--- src/rtl/nsf_pkg.sv ---
package nsf_pkg;

    // Binary32 constants used by the Newton loop and the float unit.
    localparam logic [31:0] SQRT2_BITS   = 32'h3FB5_04F3;
    localparam logic [31:0] HALF_BITS    = 32'h3F00_0000;
    localparam logic [31:0] QNAN_DEFAULT = 32'hFFC0_0000;
    localparam logic [31:0] QNAN_DIVZERO = 32'h7FC0_0000;
    localparam logic [31:0] QUIET_BIT    = 32'h0040_0000;
    localparam logic [7:0]  EXP_BIAS     = 8'd127;

    // Configuration register map and reset values.
    localparam int unsigned CFG_IDX_W = 8;
    localparam logic [CFG_IDX_W-1:0] CFG_TOLERANCE = 8'd0;
    localparam logic [CFG_IDX_W-1:0] CFG_MAX_ITER  = 8'd1;
    localparam logic [31:0] TOL_RESET   = 32'h3727_C5AC;
    localparam logic [6:0]  MAXIT_RESET = 7'd32;
    localparam logic [6:0]  ITER_CAP    = 7'd64;

    // Float unit operation codes.
    typedef logic [1:0] fop_t;
    localparam fop_t FOP_ADD = 2'd0;
    localparam fop_t FOP_SUB = 2'd1;
    localparam fop_t FOP_MUL = 2'd2;
    localparam fop_t FOP_DIV = 2'd3;

    // Steps of one item: the guess scaling and the four operations of a Newton step.
    typedef logic [2:0] step_t;
    localparam step_t STEP_GUESS = 3'd0;
    localparam step_t STEP_DIV   = 3'd1;
    localparam step_t STEP_ADD   = 3'd2;
    localparam step_t STEP_HALF  = 3'd3;
    localparam step_t STEP_DIFF  = 3'd4;

    typedef struct packed {
        logic  load;
        logic  start;
        logic  capture;
        logic  check;
        logic  out_load;
        step_t step;
    } nsf_cmd_t;

    typedef struct packed {
        logic guess_odd;
        logic conv_hit;
        logic last_iter;
        logic fpu_done;
    } nsf_status_t;

    function automatic logic fp_is_nan(input logic [31:0] x);
        return (x[30:23] == 8'hFF) && (x[22:0] != 23'd0);
    endfunction

    // Ordered less-than; false when either side is NaN.
    function automatic logic fp_lt(input logic [31:0] x, input logic [31:0] y);
        logic lt_r;
        if (fp_is_nan(x) || fp_is_nan(y)) begin
            lt_r = 1'b0;
        end else if ((x[30:0] == 31'd0) && (y[30:0] == 31'd0)) begin
            lt_r = 1'b0;
        end else if (x[31] != y[31]) begin
            lt_r = x[31];
        end else if (!x[31]) begin
            lt_r = x[30:0] < y[30:0];
        end else begin
            lt_r = x[30:0] > y[30:0];
        end
        return lt_r;
    endfunction

    // Ordered equality; the two zeros compare equal.
    function automatic logic fp_eq(input logic [31:0] x, input logic [31:0] y);
        logic eq_r;
        if (fp_is_nan(x) || fp_is_nan(y)) begin
            eq_r = 1'b0;
        end else begin
            eq_r = (x == y) || ((x[30:0] == 31'd0) && (y[30:0] == 31'd0));
        end
        return eq_r;
    endfunction

endpackage

--- src/rtl/nsf_fpu.sv ---
module nsf_fpu (
    input  logic          aclk,
    input  logic          aresetn,
    input  logic          start,
    input  nsf_pkg::fop_t op,
    input  logic [31:0]   a,
    input  logic [31:0]   b,
    output logic          done,
    output logic [31:0]   result
);
    import nsf_pkg::*;

    localparam logic [3:0] F_IDLE  = 4'd0;
    localparam logic [3:0] F_PRE   = 4'd1;
    localparam logic [3:0] F_ALIGN = 4'd2;
    localparam logic [3:0] F_ADDS  = 4'd3;
    localparam logic [3:0] F_DIVS  = 4'd4;
    localparam logic [3:0] F_NORM  = 4'd5;
    localparam logic [3:0] F_SUBN  = 4'd6;
    localparam logic [3:0] F_ROUND = 4'd7;
    localparam logic [3:0] F_DONE  = 4'd8;

    logic [3:0]         state_reg, state_next;
    fop_t               op_reg, op_next;
    logic               sa_reg, sa_next, sb_reg, sb_next;
    logic signed [11:0] ea_reg, ea_next, eb_reg, eb_next;
    logic [23:0]        ma_reg, ma_next, mb_reg, mb_next;
    logic               sgn_reg, sgn_next;
    logic signed [11:0] ex_reg, ex_next;
    logic [49:0]        r_reg, r_next;
    logic [25:0]        rem_reg, rem_next;
    logic [26:0]        q_reg, q_next;
    logic [4:0]         cnt_reg, cnt_next;
    logic [11:0]        dist_reg, dist_next;
    logic               sub_reg, sub_next;
    logic [31:0]        res_reg, res_next;

    logic [32:0]        sp;
    logic [47:0]        prod;
    logic               a_big;
    logic [49:0]        big_m, sml_m, shifted, mask, sum;
    logic               st;
    logic               ge;
    logic [25:0]        rem_sub;
    logic [25:0]        rem_sh;
    logic [26:0]        q_sh;
    logic [11:0]        shamt;
    logic [23:0]        rm;
    logic [24:0]        rm_up;
    logic [23:0]        mf;
    logic signed [11:0] ef;

    // Operands that need no arithmetic: NaN, infinity and zero cases.
    function automatic logic [32:0] special_case(input fop_t f, input logic [31:0] x,
                                                 input logic [31:0] y);
        logic xn, yn, xi, yi, xz, yz, ys, s;
        logic [32:0] r;
        xn = (x[30:23] == 8'hFF) && (x[22:0] != 23'd0);
        yn = (y[30:23] == 8'hFF) && (y[22:0] != 23'd0);
        xi = (x[30:23] == 8'hFF) && (x[22:0] == 23'd0);
        yi = (y[30:23] == 8'hFF) && (y[22:0] == 23'd0);
        xz = (x[30:0] == 31'd0);
        yz = (y[30:0] == 31'd0);
        ys = y[31] ^ (f == FOP_SUB);
        s  = x[31] ^ y[31];
        r  = 33'd0;
        case (f)
            FOP_DIV: begin
                if (yz) begin
                    r = {1'b1, (xz || xn) ? QNAN_DIVZERO : {s, 8'hFF, 23'd0}};
                end else if (xn) begin
                    r = {1'b1, x | QUIET_BIT};
                end else if (yn) begin
                    r = {1'b1, y | QUIET_BIT};
                end else if (xi && yi) begin
                    r = {1'b1, QNAN_DEFAULT};
                end else if (xi) begin
                    r = {1'b1, s, 8'hFF, 23'd0};
                end else if (yi || xz) begin
                    r = {1'b1, s, 31'd0};
                end
            end
            FOP_MUL: begin
                if (xn) begin
                    r = {1'b1, x | QUIET_BIT};
                end else if (yn) begin
                    r = {1'b1, y | QUIET_BIT};
                end else if ((xi && yz) || (xz && yi)) begin
                    r = {1'b1, QNAN_DEFAULT};
                end else if (xi || yi) begin
                    r = {1'b1, s, 8'hFF, 23'd0};
                end else if (xz || yz) begin
                    r = {1'b1, s, 31'd0};
                end
            end
            default: begin
                if (xn) begin
                    r = {1'b1, x | QUIET_BIT};
                end else if (yn) begin
                    r = {1'b1, y | QUIET_BIT};
                end else if (xi && yi) begin
                    r = {1'b1, (x[31] != ys) ? QNAN_DEFAULT : x};
                end else if (xi) begin
                    r = {1'b1, x};
                end else if (yi) begin
                    r = {1'b1, ys, y[30:0]};
                end else if (xz && yz) begin
                    r = {1'b1, x[31] & ys, 31'd0};
                end else if (xz) begin
                    r = {1'b1, ys, y[30:0]};
                end else if (yz) begin
                    r = {1'b1, x};
                end
            end
        endcase
        return r;
    endfunction

    // Sequencer: unpack, pre-normalize, operate, normalize, round.
    always_comb begin
        state_next = state_reg;
        op_next    = op_reg;
        sa_next    = sa_reg;
        sb_next    = sb_reg;
        ea_next    = ea_reg;
        eb_next    = eb_reg;
        ma_next    = ma_reg;
        mb_next    = mb_reg;
        sgn_next   = sgn_reg;
        ex_next    = ex_reg;
        r_next     = r_reg;
        rem_next   = rem_reg;
        q_next     = q_reg;
        cnt_next   = cnt_reg;
        dist_next  = dist_reg;
        sub_next   = sub_reg;
        res_next   = res_reg;

        sp      = special_case(op, a, b);
        prod    = 48'(ma_reg) * 48'(mb_reg);
        a_big   = (ea_reg > eb_reg) || ((ea_reg == eb_reg) && (ma_reg >= mb_reg));
        big_m   = {1'b0, ma_reg, 25'd0};
        sml_m   = {1'b0, mb_reg, 25'd0};
        mask    = (50'd1 << dist_reg[5:0]) - 50'd1;
        shifted = 50'd0;
        st      = 1'b0;
        if (dist_reg >= 12'd50) begin
            st = 1'b1;
        end else begin
            shifted = sml_m >> dist_reg[5:0];
            st      = |(sml_m & mask);
        end
        sum     = sub_reg ? (big_m - (shifted | {49'd0, st}))
                          : (big_m + (shifted | {49'd0, st}));
        ge      = rem_reg >= {2'b00, mb_reg};
        rem_sub = ge ? (rem_reg - {2'b00, mb_reg}) : rem_reg;
        rem_sh  = {rem_sub[24:0], 1'b0};
        q_sh    = {q_reg[25:0], ge};
        shamt   = 12'(12'sd1 - ex_reg);
        rm      = r_reg[49:26];
        rm_up   = {1'b0, rm} + {24'd0, r_reg[25] & ((|r_reg[24:0]) | rm[0])};
        mf      = rm_up[24] ? rm_up[24:1] : rm_up[23:0];
        ef      = rm_up[24] ? (ex_reg + 12'sd1) : ex_reg;

        unique case (state_reg)
            F_IDLE: begin
                if (start) begin
                    op_next = op;
                    if (sp[32]) begin
                        res_next   = sp[31:0];
                        state_next = F_DONE;
                    end else begin
                        sa_next    = a[31];
                        sb_next    = b[31] ^ (op == FOP_SUB);
                        ea_next    = (a[30:23] == 8'd0) ? 12'sd1 : $signed({4'd0, a[30:23]});
                        eb_next    = (b[30:23] == 8'd0) ? 12'sd1 : $signed({4'd0, b[30:23]});
                        ma_next    = {a[30:23] != 8'd0, a[22:0]};
                        mb_next    = {b[30:23] != 8'd0, b[22:0]};
                        state_next = F_PRE;
                    end
                end
            end
            F_PRE: begin
                if (ma_reg[23] && mb_reg[23]) begin
                    case (op_reg)
                        FOP_MUL: begin
                            r_next     = {prod, 2'b00};
                            ex_next    = ea_reg + eb_reg - 12'sd126;
                            sgn_next   = sa_reg ^ sb_reg;
                            state_next = F_NORM;
                        end
                        FOP_DIV: begin
                            rem_next   = {2'b00, ma_reg};
                            q_next     = 27'd0;
                            cnt_next   = 5'd26;
                            ex_next    = ea_reg - eb_reg + 12'sd127;
                            sgn_next   = sa_reg ^ sb_reg;
                            state_next = F_DIVS;
                        end
                        default: begin
                            state_next = F_ALIGN;
                        end
                    endcase
                end else begin
                    // Subnormal operands: one bit of left shift per cycle.
                    if (!ma_reg[23]) begin
                        ma_next = {ma_reg[22:0], 1'b0};
                        ea_next = ea_reg - 12'sd1;
                    end
                    if (!mb_reg[23]) begin
                        mb_next = {mb_reg[22:0], 1'b0};
                        eb_next = eb_reg - 12'sd1;
                    end
                end
            end
            F_ALIGN: begin
                // Put the larger magnitude on the a side.
                sub_next = sa_reg != sb_reg;
                if (a_big) begin
                    sgn_next  = sa_reg;
                    ex_next   = ea_reg + 12'sd1;
                    dist_next = 12'(ea_reg - eb_reg);
                end else begin
                    sa_next   = sb_reg;
                    sb_next   = sa_reg;
                    ea_next   = eb_reg;
                    eb_next   = ea_reg;
                    ma_next   = mb_reg;
                    mb_next   = ma_reg;
                    sgn_next  = sb_reg;
                    ex_next   = eb_reg + 12'sd1;
                    dist_next = 12'(eb_reg - ea_reg);
                end
                state_next = F_ADDS;
            end
            F_ADDS: begin
                if (sum == 50'd0) begin
                    res_next   = 32'd0;
                    state_next = F_DONE;
                end else begin
                    r_next     = sum;
                    state_next = F_NORM;
                end
            end
            F_DIVS: begin
                // Restoring division, one quotient bit per cycle.
                rem_next = rem_sh;
                q_next   = q_sh;
                if (cnt_reg == 5'd0) begin
                    r_next     = {q_sh, 22'd0, rem_sh != 26'd0};
                    state_next = F_NORM;
                end else begin
                    cnt_next = cnt_reg - 5'd1;
                end
            end
            F_NORM: begin
                if (r_reg[49]) begin
                    state_next = F_SUBN;
                end else begin
                    r_next  = {r_reg[48:0], 1'b0};
                    ex_next = ex_reg - 12'sd1;
                end
            end
            F_SUBN: begin
                // Results below the normal range shift into the subnormal field.
                if (ex_reg < 12'sd1) begin
                    if (shamt >= 12'd50) begin
                        r_next = 50'd1;
                    end else begin
                        r_next = (r_reg >> shamt[5:0])
                               | {49'd0, |(r_reg & ((50'd1 << shamt[5:0]) - 50'd1))};
                    end
                    ex_next = 12'sd1;
                end
                state_next = F_ROUND;
            end
            F_ROUND: begin
                // Round to nearest even and pack.
                if (ef >= 12'sd255) begin
                    res_next = {sgn_reg, 8'hFF, 23'd0};
                end else begin
                    res_next = {sgn_reg, mf[23] ? ef[7:0] : 8'd0, mf[22:0]};
                end
                state_next = F_DONE;
            end
            F_DONE: begin
                state_next = F_IDLE;
            end
            default: begin
                state_next = F_IDLE;
            end
        endcase
    end

    always_ff @(posedge aclk) begin
        if (!aresetn) begin
            state_reg <= F_IDLE;
        end else begin
            state_reg <= state_next;
        end
        op_reg   <= op_next;
        sa_reg   <= sa_next;
        sb_reg   <= sb_next;
        ea_reg   <= ea_next;
        eb_reg   <= eb_next;
        ma_reg   <= ma_next;
        mb_reg   <= mb_next;
        sgn_reg  <= sgn_next;
        ex_reg   <= ex_next;
        r_reg    <= r_next;
        rem_reg  <= rem_next;
        q_reg    <= q_next;
        cnt_reg  <= cnt_next;
        dist_reg <= dist_next;
        sub_reg  <= sub_next;
        res_reg  <= res_next;
    end

    assign done   = (state_reg == F_DONE);
    assign result = res_reg;

`ifndef SYNTHESIS
    // Normalization only ever runs on a nonzero significand.
    a_norm_nonzero: assert property (@(posedge aclk) disable iff (!aresetn)
        (state_reg == F_NORM) |-> (r_reg != 50'd0))
        else $error("normalizer entered with a zero significand");
`endif

endmodule

--- src/rtl/nsf_dp.sv ---
module nsf_dp (
    input  logic                           aclk,
    input  logic                           aresetn,
    input  nsf_pkg::nsf_cmd_t              cmd,
    output nsf_pkg::nsf_status_t           status,
    input  logic [31:0]                    s_value_bits,
    input  logic                           cfg_valid,
    input  logic [nsf_pkg::CFG_IDX_W-1:0]  cfg_index,
    input  logic [31:0]                    cfg_data,
    output logic [31:0]                    m_root_bits,
    output logic                           m_converged
);
    import nsf_pkg::*;

    logic [31:0] a_reg, x0_reg, x1_reg, t_reg;
    logic [31:0] tol_reg;
    logic [6:0]  maxit_reg, lim_reg, iter_reg;
    logic        odd_reg, flag_reg;
    logic [31:0] root_reg;
    logic        conv_reg;

    logic [7:0]  field;
    logic [7:0]  new_exp;
    logic [31:0] guess;
    logic [6:0]  lim_new;
    fop_t        fpu_op;
    logic [31:0] opa, opb;
    logic        fpu_done;
    logic [31:0] fpu_res;
    logic [31:0] abs_d;
    logic        conv_hit;
    logic        last_iter;

    // First guess: halve a positive unbiased exponent, shift the mantissa field.
    assign field   = s_value_bits[30:23];
    assign new_exp = (field > EXP_BIAS) ? (((field - EXP_BIAS) >> 1) + EXP_BIAS) : EXP_BIAS;
    assign guess   = {s_value_bits[31], new_exp, 1'b0, s_value_bits[22:1]};
    assign lim_new = (maxit_reg == 7'd0) ? 7'd1
                   : ((maxit_reg > ITER_CAP) ? ITER_CAP : maxit_reg);

    // Operand selection for each step.
    always_comb begin
        case (cmd.step)
            STEP_GUESS: begin
                fpu_op = FOP_MUL;
                opa    = x0_reg;
                opb    = SQRT2_BITS;
            end
            STEP_DIV: begin
                fpu_op = FOP_DIV;
                opa    = a_reg;
                opb    = x0_reg;
            end
            STEP_ADD: begin
                fpu_op = FOP_ADD;
                opa    = x0_reg;
                opb    = t_reg;
            end
            STEP_HALF: begin
                fpu_op = FOP_MUL;
                opa    = t_reg;
                opb    = HALF_BITS;
            end
            default: begin
                fpu_op = FOP_SUB;
                opa    = x1_reg;
                opb    = x0_reg;
            end
        endcase
    end

    nsf_fpu u_fpu (
        .aclk    (aclk),
        .aresetn (aresetn),
        .start   (cmd.start),
        .op      (fpu_op),
        .a       (opa),
        .b       (opb),
        .done    (fpu_done),
        .result  (fpu_res)
    );

    // Stop test on the difference held in the scratch register.
    assign abs_d     = fp_lt(t_reg, 32'd0) ? {~t_reg[31], t_reg[30:0]} : t_reg;
    assign conv_hit  = fp_eq(x0_reg, x1_reg) || fp_lt(abs_d, tol_reg);
    assign last_iter = (iter_reg + 7'd1) == lim_reg;

    always_comb begin
        status.guess_odd = odd_reg;
        status.conv_hit  = conv_hit;
        status.last_iter = last_iter;
        status.fpu_done  = fpu_done;
    end

    // Configuration registers and loop counter.
    always_ff @(posedge aclk) begin
        if (!aresetn) begin
            tol_reg   <= TOL_RESET;
            maxit_reg <= MAXIT_RESET;
            iter_reg  <= 7'd0;
            lim_reg   <= 7'd1;
        end else begin
            if (cfg_valid && (cfg_index == CFG_TOLERANCE)) begin
                tol_reg <= cfg_data;
            end
            if (cfg_valid && (cfg_index == CFG_MAX_ITER)) begin
                maxit_reg <= cfg_data[6:0];
            end
            if (cmd.load) begin
                iter_reg <= 7'd0;
                lim_reg  <= lim_new;
            end else if (cmd.check) begin
                iter_reg <= iter_reg + 7'd1;
            end
        end
    end

    // Working values of the current word.
    always_ff @(posedge aclk) begin
        if (cmd.load) begin
            a_reg   <= s_value_bits;
            x0_reg  <= guess;
            odd_reg <= ~field[0];
        end
        if (cmd.capture) begin
            case (cmd.step)
                STEP_GUESS: x0_reg <= fpu_res;
                STEP_HALF:  x1_reg <= fpu_res;
                default:    t_reg  <= fpu_res;
            endcase
        end
        if (cmd.check) begin
            flag_reg <= conv_hit;
            if (!conv_hit && !last_iter) begin
                x0_reg <= x1_reg;
            end
        end
        if (cmd.out_load) begin
            root_reg <= x1_reg;
            conv_reg <= flag_reg;
        end
    end

    assign m_root_bits = root_reg;
    assign m_converged = conv_reg;

`ifndef SYNTHESIS
    // The step counter never runs past the latched limit.
    a_iter_bound: assert property (@(posedge aclk) disable iff (!aresetn)
        iter_reg <= lim_reg)
        else $error("iteration counter passed its limit");
`endif

endmodule

--- src/rtl/nsf_ctrl.sv ---
module nsf_ctrl (
    input  logic                  aclk,
    input  logic                  aresetn,
    input  logic                  s_valid,
    output logic                  s_ready,
    output logic                  m_valid,
    input  logic                  m_ready,
    input  nsf_pkg::nsf_status_t  status,
    output nsf_pkg::nsf_cmd_t     cmd
);
    import nsf_pkg::*;

    localparam logic [2:0] S_IDLE   = 3'd0;
    localparam logic [2:0] S_PREP   = 3'd1;
    localparam logic [2:0] S_ISSUE  = 3'd2;
    localparam logic [2:0] S_WAIT   = 3'd3;
    localparam logic [2:0] S_CHECK  = 3'd4;
    localparam logic [2:0] S_FINISH = 3'd5;

    logic [2:0] state_reg, state_next;
    step_t      step_reg, step_next;
    logic       m_valid_reg, m_valid_next;

    // Step sequencing: guess scaling, then divide, add, halve, difference, test.
    always_comb begin
        state_next   = state_reg;
        step_next    = step_reg;
        cmd          = '0;
        cmd.step     = step_reg;
        s_ready      = 1'b0;

        unique case (state_reg)
            S_IDLE: begin
                s_ready = 1'b1;
                if (s_valid) begin
                    cmd.load   = 1'b1;
                    state_next = S_PREP;
                end
            end
            S_PREP: begin
                step_next  = status.guess_odd ? STEP_GUESS : STEP_DIV;
                state_next = S_ISSUE;
            end
            S_ISSUE: begin
                cmd.start  = 1'b1;
                state_next = S_WAIT;
            end
            S_WAIT: begin
                if (status.fpu_done) begin
                    cmd.capture = 1'b1;
                    state_next  = S_ISSUE;
                    case (step_reg)
                        STEP_GUESS: step_next = STEP_DIV;
                        STEP_DIV:   step_next = STEP_ADD;
                        STEP_ADD:   step_next = STEP_HALF;
                        STEP_HALF:  step_next = STEP_DIFF;
                        default:    state_next = S_CHECK;
                    endcase
                end
            end
            S_CHECK: begin
                cmd.check = 1'b1;
                if (status.conv_hit || status.last_iter) begin
                    state_next = S_FINISH;
                end else begin
                    step_next  = STEP_DIV;
                    state_next = S_ISSUE;
                end
            end
            S_FINISH: begin
                if (!m_valid_reg || m_ready) begin
                    cmd.out_load = 1'b1;
                    state_next   = S_IDLE;
                end
            end
            default: begin
                state_next = S_IDLE;
            end
        endcase
    end

    // Result word holding register.
    always_comb begin
        m_valid_next = m_valid_reg;
        if (cmd.out_load) begin
            m_valid_next = 1'b1;
        end else if (m_ready) begin
            m_valid_next = 1'b0;
        end
    end

    always_ff @(posedge aclk) begin
        if (!aresetn) begin
            state_reg   <= S_IDLE;
            step_reg    <= STEP_DIV;
            m_valid_reg <= 1'b0;
        end else begin
            state_reg   <= state_next;
            step_reg    <= step_next;
            m_valid_reg <= m_valid_next;
        end
    end

    assign m_valid = m_valid_reg;

`ifndef SYNTHESIS
    // The float unit only finishes while the controller waits for it.
    a_done_in_wait: assert property (@(posedge aclk) disable iff (!aresetn)
        status.fpu_done |-> (state_reg == S_WAIT))
        else $error("float unit finished outside the wait state");

    // A new result word never overwrites one still waiting.
    a_no_overwrite: assert property (@(posedge aclk) disable iff (!aresetn)
        cmd.out_load |-> (!m_valid_reg || m_ready))
        else $error("result word overwritten before it was taken");

    // Reset leaves the controller ready for a word.
    a_idle_after_reset: assert property (@(posedge aclk)
        $rose(aresetn) |-> (state_reg == S_IDLE) && !m_valid_reg)
        else $error("controller not idle after reset");
`endif

endmodule

--- src/rtl/newton_sqrt_float32_unit.sv ---
// Newton-Raphson square root of one binary32 word. A first guess is built from the
// operand's exponent and mantissa fields, then x = (x + A/x) * 0.5 is repeated in
// binary32 arithmetic with round-to-nearest-even until two estimates are equal, their
// distance is below the tolerance register, or the iteration limit is hit; the result
// carries the last estimate and a converged flag. One word is processed at a time and
// the next is accepted while a finished result still waits on the output. All
// arithmetic goes through a single multi-cycle float unit, so latency is set by it.
// Apart from the operations, an item passes through accept, guess setup and result
// hand-off. Each float operation is an issue step plus the unit's sequence; a divide
// runs in a radix-2 divider. The guess scaling is added when the exponent is odd.
// A Newton step is four operations and one test. Subnormal operands add steps of
// pre-normalization and cancellation in the subtraction adds steps of normalization.
// NaN, infinite and zero operands skip the arithmetic. Configuration writes are
// taken at any time and should be done while the block is idle.
module newton_sqrt_float32_unit (
    input  logic                           aclk,
    input  logic                           aresetn,
    input  logic                           s_valid,
    output logic                           s_ready,
    input  logic [31:0]                    s_value_bits,
    output logic                           m_valid,
    input  logic                           m_ready,
    output logic [31:0]                    m_root_bits,
    output logic                           m_converged,
    input  logic                           cfg_valid,
    output logic                           cfg_ready,
    input  logic [nsf_pkg::CFG_IDX_W-1:0]  cfg_index,
    input  logic [31:0]                    cfg_data
);
    import nsf_pkg::*;

    nsf_cmd_t    cmd;
    nsf_status_t status;

    // Register writes are always taken.
    assign cfg_ready = 1'b1;

    nsf_ctrl u_ctrl (
        .aclk    (aclk),
        .aresetn (aresetn),
        .s_valid (s_valid),
        .s_ready (s_ready),
        .m_valid (m_valid),
        .m_ready (m_ready),
        .status  (status),
        .cmd     (cmd)
    );

    nsf_dp u_dp (
        .aclk         (aclk),
        .aresetn      (aresetn),
        .cmd          (cmd),
        .status       (status),
        .s_value_bits (s_value_bits),
        .cfg_valid    (cfg_valid),
        .cfg_index    (cfg_index),
        .cfg_data     (cfg_data),
        .m_root_bits  (m_root_bits),
        .m_converged  (m_converged)
    );

endmodule
--- config.mk ---
export PLATFORM = sky130hd
export DESIGN_NAME = newton_sqrt_float32_unit
export DESIGN_NICKNAME = d
export VERILOG_FILES = /design/src/rtl/nsf_pkg.sv /design/src/rtl/nsf_fpu.sv /design/src/rtl/nsf_dp.sv /design/src/rtl/nsf_ctrl.sv /design/src/rtl/newton_sqrt_float32_unit.sv
export SDC_FILE = /design/constraint.sdc
export NUM_CORES = 2
export LEC_CHECK = 0
export BUFFER_PORTS_ARGS = -buffer_cell sky130_fd_sc_hd__buf_2
export CAP_MARGIN = 20
export CORE_UTILIZATION = 55
export DETAILED_ROUTE_END_ITERATION = 10
export PLACE_DENSITY_LB_ADDON = 0.1
export SLEW_MARGIN = 25
export SYNTH_ARGS = -nofsm -noshare
export SYNTH_HDL_FRONTEND = slang
export SYNTH_SLANG_ARGS = --single-unit
--- constraint.sdc ---
create_clock -name aclk -period 18 [get_ports aclk]
set_clock_uncertainty 0.2 [all_clocks]
set_input_delay 0 -clock aclk [delete_from_list [all_inputs] [get_ports aclk]]
set_output_delay 0 -clock aclk [all_outputs]
set_load 0.02 [all_outputs]
==> impl_results.md <==
* Top cell type's share of synthesized area at 18.86%
* Cts bufs inserted at 55
* Wire length of the first global-routing pass at 346,000 um
* Global route hottest layer: met2
* FMAX at 105.9 MHz
* Outcome: finished clean
* DRC Markers at 0
* Yosys cell types at 93
* Area of the mapped netlist at 59,240 um2
* RSZ-0062 raised after global routing: false
* Overall die area at 109,000 um2
* Share of synthesized registers carrying an async set or reset at 0%
* Global route total overflow at 0
* Data required time at the worst endpoint at 18.18 ns
* Worst-path clk slew at 0.06 ns
* Drt first pass iters at 8
* Worst-Skew Late Latency at 0.69 ns
* Syn Nets at 7,932
* I/O pin total at 113
* Synthesized area per cell at 8.491 um2
* Routed length per instance at 27.52 um
* Max-capacitance violation count at 0
* Total of buffers placed on input and output ports at 111
* Die width at 330.2 um
* Clock root buffer master: clkbuf_16
* Sequential-to-total area share from yosys stat at 22.10%
* Number of nets with antenna violations after routing at 0
* Critical path's most frequent cell: fa_1
* Number of flip-flops in the largest register at 50
* Startpoint kind of the worst setup timing path: flip-flop
* Num Clock Sinks at 468
* Number of enable flip-flop cells after synthesis at 372
* Library cell with the highest instance count after synthesis: nand2_1
* Core Area at 106,900 um2
* GP Congestion at 1.075
* Placed Area at 61,110 um2
* Met2 Use GR at 63.79%
* Most frequent cells after synthesis: nand2_1 (972), inv_1 (697), fa_1 (487)
* Overall track demand over capacity in global routing at 42.35%
* WP data arrival at 9.62 ns
* Cell type contributing the most total cell area after synthesis: edfxtp_1
* Die Ht at 330.2 um
* Initial DRC Count at 7,099
* Routed Wire Length at 233,700 um
* Critical path type: reg -> reg
* Worst Reg-to-Reg Cells at 28
* Post-Layout Inst Area at 65,170 um2
* Time the worst path needs with I/O delays and setup at 9.439 ns
* Ratio of routed vias to standard cells at 6.653
* Routed vias at 56,490
* Fin. Hold Viols at 0
* Slowest stage delay, CP at 0.83 ns
* TNS Setup at 0 ns
* Standard cell with the maximum stage delay on the critical path: edfxtp_1
* Worst hold-check path type: in -> reg
* Fraction of final layout cells with drive strength greater than 1 at 7.608%
* Top area cells in the synthesized netlist: edfxtp_1 (19%), fa_1 (16%), ha_1 (8.3%)
* Yosys reg bits at 468
* GRT met3 Usage at 9.470%
* Maximum root-to-sink buffer count at 3
* Critical-path maximum fanout at 19
* Worst Hold Path Cells at 6
* H-tree lvl count at 2
* Initial Util at 55.41%
* # nets final at 7,994
* Number of standard cells after synthesis at 6,977
* Type of element capturing the critical path: flip-flop
* CTS tree: built
* Core Util, Final at 60.96%
* Pin count of the biggest net entering global routing at 68
* Worst Tran Pin Value at 1.242 ns
* Met1 demand-to-capacity share in global routing at 56.32%
* Headroom to the max-slew limit at 16.94%
* Final-report max-slew violation count at 0
* Count of yosys warnings during synthesis at 0
* Vias in the first global route at 54,520
* Cell row count at 120
* Area Growth Syn to Fin at 10.01%
* Predominant post-synthesis flop cell: edfxtp_1
* Tcrit/Tclk final at 52.44%
* Finish-stage setup viols at 0
* Half-perimeter wire length after placement at 172,000 um
* Number of antenna violations at the first check in global routing at 9
## repair_timing
| item | 4_1_cts | 5_1_grt |
|---|---|---|
| buffers inserted | 0 | 0 |
| hold endpoints to repair | 161 | 0 |
| hold buffers | 200 | 0 |
| gates resized for setup | 0 | 0 |
| setup endpoints to repair | 0 | 0 |
## layout by cell type (no fill, tap or decap), drive strengths merged, types with 41 or more instances in the layout
master / n
nand2: 972
inv: 708
fa: 487
o21ai: 414
a21oi: 404
ha: 391
nor2: 389
edfxtp: 372
buf: 270
dlygate4sd3: 200
and2: 192
xnor2: 172
mux2i: 153
xor2: 131
nand3: 125
nor3: 115
dfxtp: 96
nand4: 87
a21o: 87
o22ai: 77
a211oi: 75
nor4: 75
clkbuf: 71
a22oi: 65
o211ai: 63
nor2b: 54
nand2b: 54
and3: 53
mux4: 49
o221ai: 48
or3: 46
o21a: 46
a31oi: 41
## cell type report
class	count	area, um2
tap	1403	1755
antenna	3	7.507
fill	9374	41740
multi-input combinational	5340	41900
inverter	703	2639
timing repair buffer	471	3789
clock buffer	70	1556
sequential	468	13100
clock inverter	33	421.7
## path summary, 6_finish.rpt
check | start | to | slack (ns)
hold / removal | s_valid | u_ctrl.state_reg[1] | 0.07
hold reg to reg | u_dp.flag_reg | u_dp.m_converged | 0.24
setup reg to reg | u_dp.u_fpu.ma_reg[5] | u_dp.u_fpu.r_reg[46] | 8.56
setup / recovery | u_dp.u_fpu.ma_reg[5] | u_dp.u_fpu.r_reg[46] | 8.56
## kinds of logic (layout without fill, tap and decap cells)
family          count (synthesis)  count (layout)  share of synthesized area, %
compound gates               1646            1646                         17.91
xor+xnor                      303             303                         4.480
mux                           240             240                         5.198
flops                         468             468                         22.10
buf+inv                      1169            1277                         7.515
simple gates                 2272            2272                         18.07
fa+ha+maj                     878             878                         24.72
other cells                     1               4                      0.006330
## worst max-delay path, delay by kind of cell (launching register included)
family / cells / cell delay [ns]
adders and majority gates: 9 / 3.69
AOI/OAI and AO/OA: 10 / 3.12
DFF: 1 / 0.83
buffers and inverters: 5 / 0.68
and+or+nand+nor: 3 / 0.45
muxes: 1 / 0.16
## layer usage
layer  wire length, um  up-vias  part of all wire (%)
li1                  -    24460                     -
met1             90590    27590                    39
met2            101100     3656                    43
met3             26480      779                    11
met4             15480       10                   6.6
met5                87        -                 0.037
## through the flow
step / setup WS (ns) / hold slack (ns) / cells
final: 8.562 / 0.07209 / 8491
after floorplan: 9.759 / -0.1011 / 6977
after detailed placement: 8.690 / -0.01009 / 8182
after global routing: 8.183 / 0.1308 / 8488
after CTS: 8.657 / 0.04790 / 8485
after global placement: 8.812 / -0.01038 / 8182
Power is not shown: default switching activity piles up to over one toggle a cycle in this logic, so the estimate is an artifact.
